===== src/vptw_pkg.sv =====
// shared types, codes and helpers for the vertex projection block
package vptw_pkg;

  localparam int CFG_IDX_W = 8;

  localparam logic [CFG_IDX_W-1:0] CFG_ORIGIN_X = 8'd0;
  localparam logic [CFG_IDX_W-1:0] CFG_ORIGIN_Y = 8'd1;
  localparam logic [CFG_IDX_W-1:0] CFG_WIDTH    = 8'd2;
  localparam logic [CFG_IDX_W-1:0] CFG_HEIGHT   = 8'd3;

  localparam logic [14:0] VIEW_SIZE_RESET = 15'd400;

  localparam logic MODE_LOAD    = 1'b0;
  localparam logic MODE_PROJECT = 1'b1;

  localparam logic STAGE_MODELVIEW  = 1'b0;
  localparam logic STAGE_PROJECTION = 1'b1;

  localparam logic [1:0] SEL_X = 2'd0;
  localparam logic [1:0] SEL_Y = 2'd1;
  localparam logic [1:0] SEL_Z = 2'd2;

  localparam logic signed [63:0] S32_MAX = 64'sd2147483647;
  localparam logic signed [63:0] S32_MIN = -64'sd2147483648;

  typedef struct packed {
    logic       ram_we;
    logic       capture;
    logic       issue;
    logic       stage;
    logic [1:0] row;
    logic [1:0] col;
    logic       fail;
    logic       num_load;
    logic       div_start;
    logic       div_take;
    logic [1:0] sel;
    logic       out_load;
  } vptw_cmd_t;

  typedef struct packed {
    logic cw_zero;
    logic div_done;
  } vptw_sts_t;

  function automatic logic signed [31:0] sat32(input logic signed [63:0] v);
    logic signed [31:0] r;
    if (v > S32_MAX) r = 32'sh7fffffff;
    else if (v < S32_MIN) r = 32'sh80000000;
    else r = v[31:0];
    return r;
  endfunction

endpackage


===== src/vptw_ctrl.sv =====
// sequencer: matrix pass issue, drains, divide steps and result hand-off
module vptw_ctrl (
  input  logic                clk,
  input  logic                rst_n,
  input  logic                in_valid,
  input  logic                in_mode,
  output logic                in_ready,
  output logic                out_valid,
  input  logic                out_ready,
  input  vptw_pkg::vptw_sts_t sts,
  output vptw_pkg::vptw_cmd_t cmd
);

  typedef enum logic [3:0] {
    S_IDLE, S_MV, S_DR1, S_PR, S_DR2, S_CHK, S_NUM, S_DST, S_DWT, S_OUT
  } state_t;

  state_t     state_r;
  logic [3:0] cnt_r;
  logic [1:0] dcnt_r;
  logic [1:0] sel_r;
  logic       out_valid_r;

  logic accept;
  logic out_free;

  assign accept   = in_valid && (state_r == S_IDLE);
  assign in_ready = (state_r == S_IDLE);
  assign out_free = !out_valid_r || out_ready;

  always_comb begin
    cmd           = '0;
    cmd.ram_we    = accept && (in_mode == vptw_pkg::MODE_LOAD);
    cmd.capture   = accept && (in_mode == vptw_pkg::MODE_PROJECT);
    cmd.issue     = (state_r == S_MV) || (state_r == S_PR);
    cmd.stage     = (state_r == S_PR) ? vptw_pkg::STAGE_PROJECTION
                                      : vptw_pkg::STAGE_MODELVIEW;
    cmd.row       = cnt_r[3:2];
    cmd.col       = cnt_r[1:0];
    cmd.fail      = (state_r == S_CHK) && sts.cw_zero;
    cmd.num_load  = (state_r == S_NUM);
    cmd.div_start = (state_r == S_DST);
    cmd.div_take  = (state_r == S_DWT) && sts.div_done;
    cmd.sel       = sel_r;
    cmd.out_load  = (state_r == S_OUT) && out_free;
  end

  always_ff @(posedge clk) begin
    if (!rst_n) begin
      state_r     <= S_IDLE;
      cnt_r       <= '0;
      dcnt_r      <= '0;
      sel_r       <= vptw_pkg::SEL_X;
      out_valid_r <= 1'b0;
    end else begin
      if (cmd.out_load) begin
        out_valid_r <= 1'b1;
      end else if (out_ready) begin
        out_valid_r <= 1'b0;
      end
      unique case (state_r)
        S_IDLE: begin
          if (accept && (in_mode == vptw_pkg::MODE_PROJECT)) begin
            state_r <= S_MV;
            cnt_r   <= '0;
          end
        end
        S_MV, S_PR: begin
          cnt_r <= cnt_r + 1'b1;
          if (cnt_r == 4'd15) begin
            dcnt_r  <= '0;
            state_r <= (state_r == S_MV) ? S_DR1 : S_DR2;
          end
        end
        S_DR1: begin
          dcnt_r <= dcnt_r + 1'b1;
          if (dcnt_r == 2'd2) begin
            state_r <= S_PR;
            cnt_r   <= '0;
          end
        end
        S_DR2: begin
          dcnt_r <= dcnt_r + 1'b1;
          if (dcnt_r == 2'd2) begin
            state_r <= S_CHK;
          end
        end
        S_CHK: begin
          sel_r <= vptw_pkg::SEL_X;
          if (sts.cw_zero) begin
            state_r <= S_OUT;
          end else begin
            state_r <= S_NUM;
          end
        end
        S_NUM: state_r <= S_DST;
        S_DST: state_r <= S_DWT;
        S_DWT: begin
          if (sts.div_done) begin
            if (sel_r == vptw_pkg::SEL_Z) begin
              state_r <= S_OUT;
            end else begin
              sel_r   <= sel_r + 1'b1;
              state_r <= S_NUM;
            end
          end
        end
        S_OUT: begin
          if (out_free) begin
            state_r <= S_IDLE;
          end
        end
        default: state_r <= S_IDLE;
      endcase
    end
  end

  assign out_valid = out_valid_r;

endmodule


===== config.mk =====
export PLATFORM = sky130hd
export DESIGN_NAME = vptw_ctrl
export DESIGN_NICKNAME = d
export VERILOG_FILES = /design/src/vptw_pkg.sv /design/src/vptw_ctrl.sv
export SDC_FILE = /design/constraint.sdc
export NUM_CORES = 1
export LEC_CHECK = 0
export ABC_CLOCK_PERIOD_IN_PS = 3960
export BUFFER_PORTS_ARGS = -buffer_cell sky130_fd_sc_hd__buf_2
export CORE_MARGIN = 10
export CORE_UTILIZATION = 30
export CTS_CLUSTER_DIAMETER = 120
export DETAILED_ROUTE_END_ITERATION = 8
export MAX_ROUTING_LAYER = met4
export PLACE_DENSITY = 0.5
export SETUP_SLACK_MARGIN = 0.2
export SYNTH_ARGS = -nofsm -noshare
export SYNTH_HDL_FRONTEND = slang
export SYNTH_SLANG_ARGS = --single-unit

===== constraint.sdc =====
create_clock -name clk -period 3.96 [get_ports clk]
set_input_delay 0.396 -clock clk [delete_from_list [all_inputs] [get_ports clk]]
set_output_delay 0.396 -clock clk [all_outputs]
set_load 0.01 [all_outputs]

# Word-level counts from Yosys, hierarchy flattened
# Index checks and enable logic that the tools add are counted.
# word_totals
register_bits	13
inputBits	7
output_inout_bits	17
wordCells	69
# classes
add_sub_neg	3
n_eq_ne	19
muxes	21
n_bitwise	1
n_reduce_logical	20
# op_table
cell	count
2-to-1 mux 4 bit	10
case mux 4 bit (9 select lines)	1
== test 4 x 3 -> 1 bit (second input constant)	4
== test 4 bit (second input constant)	3
!= test 2 bit (second input constant)	6
case mux 4 bit (3 select lines)	1
== test 4 x 2 -> 1 bit (second input constant)	2
case mux 2 bit (2 select lines)	2
logical AND 1 bit	6
2-to-1 mux 2 bit	3
AND reduction 3 bit	2
AND reduction 6 bit	1
nonzero test 2 bit	3
adder 2 x 1 -> 2 bit (second input constant)	2
adder 4 x 1 -> 4 bit (second input constant)	1
== test 2 bit (second input constant)	2
== test 4 x 1 -> 1 bit (second input constant)	1
logical NOT 4 bit	1
OR reduction 2 bit	2
2-to-1 mux 1 bit	3
2-to-1 mux 3 bit	1
nonzero test 3 bit	1
logical OR 1 bit	2
!= test 2 x 1 -> 1 bit (second input constant)	1
3 further kinds	3

# Depth between registers and ports, before layout
# depth
ltp_word	5
ltp_mapped	6
ltp_nobuf	6

# Worst setup path after synthesis
# OpenSTA, ideal clock, no wires.
# synth_path
path_type	register -> register
startpoint	register cnt_r[0]
endpoint	register state_r[0]
setup_ns	0.116
t_arrival_ns	1.551
required_ns	3.844
slack_ns	2.293
stages_incl_launch_ff	6
path_buffers	0
synth_period_minus_slack_ns	1.667
path_cell_list	dfxtp_1 > ha_1 > nand3_1 > a22o_1 > or4_1 > o211a_1
# synth_via
elab_chain_cells	3
# synth_lines
item	line	rtl
start: declaration	vptw_ctrl.sv:19	logic [3:0] cnt_r;
start signal: assignment	vptw_ctrl.sv:69	cnt_r <= cnt_r + 1'b1;
== test 4 bit	vptw_ctrl.sv:70	if (cnt_r == 4'd15) begin
!= test 2 bit (no line)	--	
AND reduction 6 bit (no line)	--	
end signal: assignment	vptw_ctrl.sv:72	state_r <= (state_r == S_MV) ? S_DR1 : S_DR2;
end: declaration	vptw_ctrl.sv:18	state_t state_r;
# Every way passes these cells.
# A chain may end at the register's enable or synchronous reset.

==> metrics <==
routed len/inst=13.6 µm; detailed-route DRC error count=0; Initial Util=0.309; GRT Overall Usage=0.0903; number of global-route vias before repair=837; clk root buf=clkbuf_4; most common cell in the netlist=dfxtp_1; CTS clk-pin slew, worst paths=90 ps; worst-margin pin slew=635 ps; Ys Warns=0; RD Place Congestion=0.763; top_reg_cell synth=dfxtp_1; Max H-tree Level=1; Die ar.=5750 µm²; Antenna Nets Post-Route=0; Yosys cell types=46; P&R area growth vs syn=16.3%; unrepaired setup endpoints after global routing=no; diode count=0; post-cts sizing count=0; arrival time at the worst endpoint=1820 ps; asr flop ratio synth=0; total gr overflow=0; num rows=20; final setup margin=1740 ps; first-pass GRT wire length=3880 µm; largest net degree at the start of global routing=19; worst hold path type=input port to register; CP cell instances=nor4b_2 > and2_1 > buf_2; final count of hold timing violations=0; critical path startpoint category=register; Worst slew margin=0.576; Net Count, Synth=122; largest area contributor in the netlist=dfxtp_1; Skew-Pair Late Insertion Delay=280 ps; Setup TNS=0 ps; total CTS buffers=3; Synth Register Bits=13; Leakage Power=0.000447 µW; DR pass1 iterations=4; total wire length=2390 µm; post-synth top area share=0.278; maximum clock path buffer count=2; critical path endpoint category=primary output; max cap viols=0; initial drt markers=33; Synth area leaders=dfxtp_1 (28%), a21oi_1 (5.4%), nand2_1 (4.4%); worst path required time=3560 ps; final core occ=0.359; Post-DP HPWL=1790 µm; Worst path top cell family by delay=simple AND/OR/NAND/NOR gates; overall die width=75.8 µm; Place WS=1980 ps; critical path type=register to primary output; # hold bufs at CTS=0; Vias/cell=5.05; initial antenna violation count=0; fill cell count=326; Core Area=3030 µm²; Post-CTS Setup Inserts=0; skew final=3.81 ps; part of the cycle the worst path needs=0.561; worst vdd ir=0.000174 V; final layout net count=143; Post-synth top cells=dfxtp_1 (13), nand2_1 (11), a21oi_1 (10); IO Port Bufs=23; CTS tree=yes; Vias=889; Slowest-stage cell, CP=dfxtp_1; Ports=24; Post-Syn Area=935 µm²; synthesized area per cell=8.35 µm²; Die Height=75.8 µm; CP max FO=16; Syn Inst Count=112; Tmin final=2220 ps; register area share after synthesis=0.278; pwr dens=464 nW/µm²; slowest cell delay on critical path=700 ps; share of post-route cells with drive strength above 1=0.242; status=finished, final reports clean; EDFF count, synth=0; TritonCTS sink count=13; Worst Path Buf+Inv=1; Max Fclk=451 MHz; Max Slew Vio Count=0; # setup viols final=0
[cell type report]
type                       instances  area [µm²]  area share
clock buffer                       4        26.3      0.0242
inverter                           6        22.5      0.0207
multi-input combinational         86         608       0.559
sequential                        13         260       0.239
tap                               44        55.1      0.0506
timing repair buffer              23         115       0.106
[state kept, by name (all words and copies together), names as in the netlist]
name and count:
state_r 4, out_valid 1, dcnt_r 2, cnt_r 4
sel_r 2
[metal layers]
| metal | routed length [µm] | GRT usage | vias to the layer above |
|---|---|---|---|
| li1 | - | - | 454 |
| met1 | 1110 | 0.106 | 414 |
| met2 | 1160 | 0.142 | 17 |
| met3 | 100 | 0.0260 | 4 |
| met4 | 22 | 0.0371 | 0 |
| met5 | 0 | - | - |
[report_power, final]
group | switching [µW] | internal (µW)
logic | 109 | 106
registers | 51.5 | 150
clock network | 49.2 | 39.1
[final timing paths]
kind,startpoint,end,depth (start not counted),slack (ps)
max,state_r[3],cmd[3],3,1740
min,sts[1],state_r[3],3,400
max reg2reg,state_r[2],state_r[0],4,1970
min reg2reg,dcnt_r[1],dcnt_r[1],2,480
[worst min-delay path, delay by kind of cell]
kind	cells	cell delay, ps
compound gates	1	50
buf+inv	1	120
simple gates	1	70
[through the flow]
step                      hold slack [ps]  total power (µW)  cell area [µm²]  instances
after floorplan                       452               374              935        112
after global placement                461               422             1060        172
after detailed placement              474               423             1060        172
after CTS                             398               512             1090        176
after global routing                  406               550             1090        176
final                                 405               504             1090        176
[kinds of logic (layout without fill, tap and decap cells)]
| logic type | after synthesis | after routing | synth area share |
|---|---|---|---|
| fa+ha+maj | 3 | 3 | 0.0402 |
| compound gates | 30 | 30 | 0.230 |
| mux | 1 | 1 | 0.0107 |
| buf+inv | 13 | 33 | 0.0709 |
| xor+xnor | 1 | 1 | 0.00937 |
| simple gates | 51 | 51 | 0.360 |
| flops | 13 | 13 | 0.278 |
[layout by cell type (no fill, tap or decap), types with 3 or more instances in the layout]
cell and n:
nand2_1 11, ha_1 3, nor4bb_1 3, clkbuf_4 3
nor2b_1 3, a211oi_1 3, nand2b_1 3, inv_1 6
buf_2 23, a21oi_1 10, nand3_1 3, dfxtp_1 13
nor2_1 7
(Power assumes the default switching activity.)
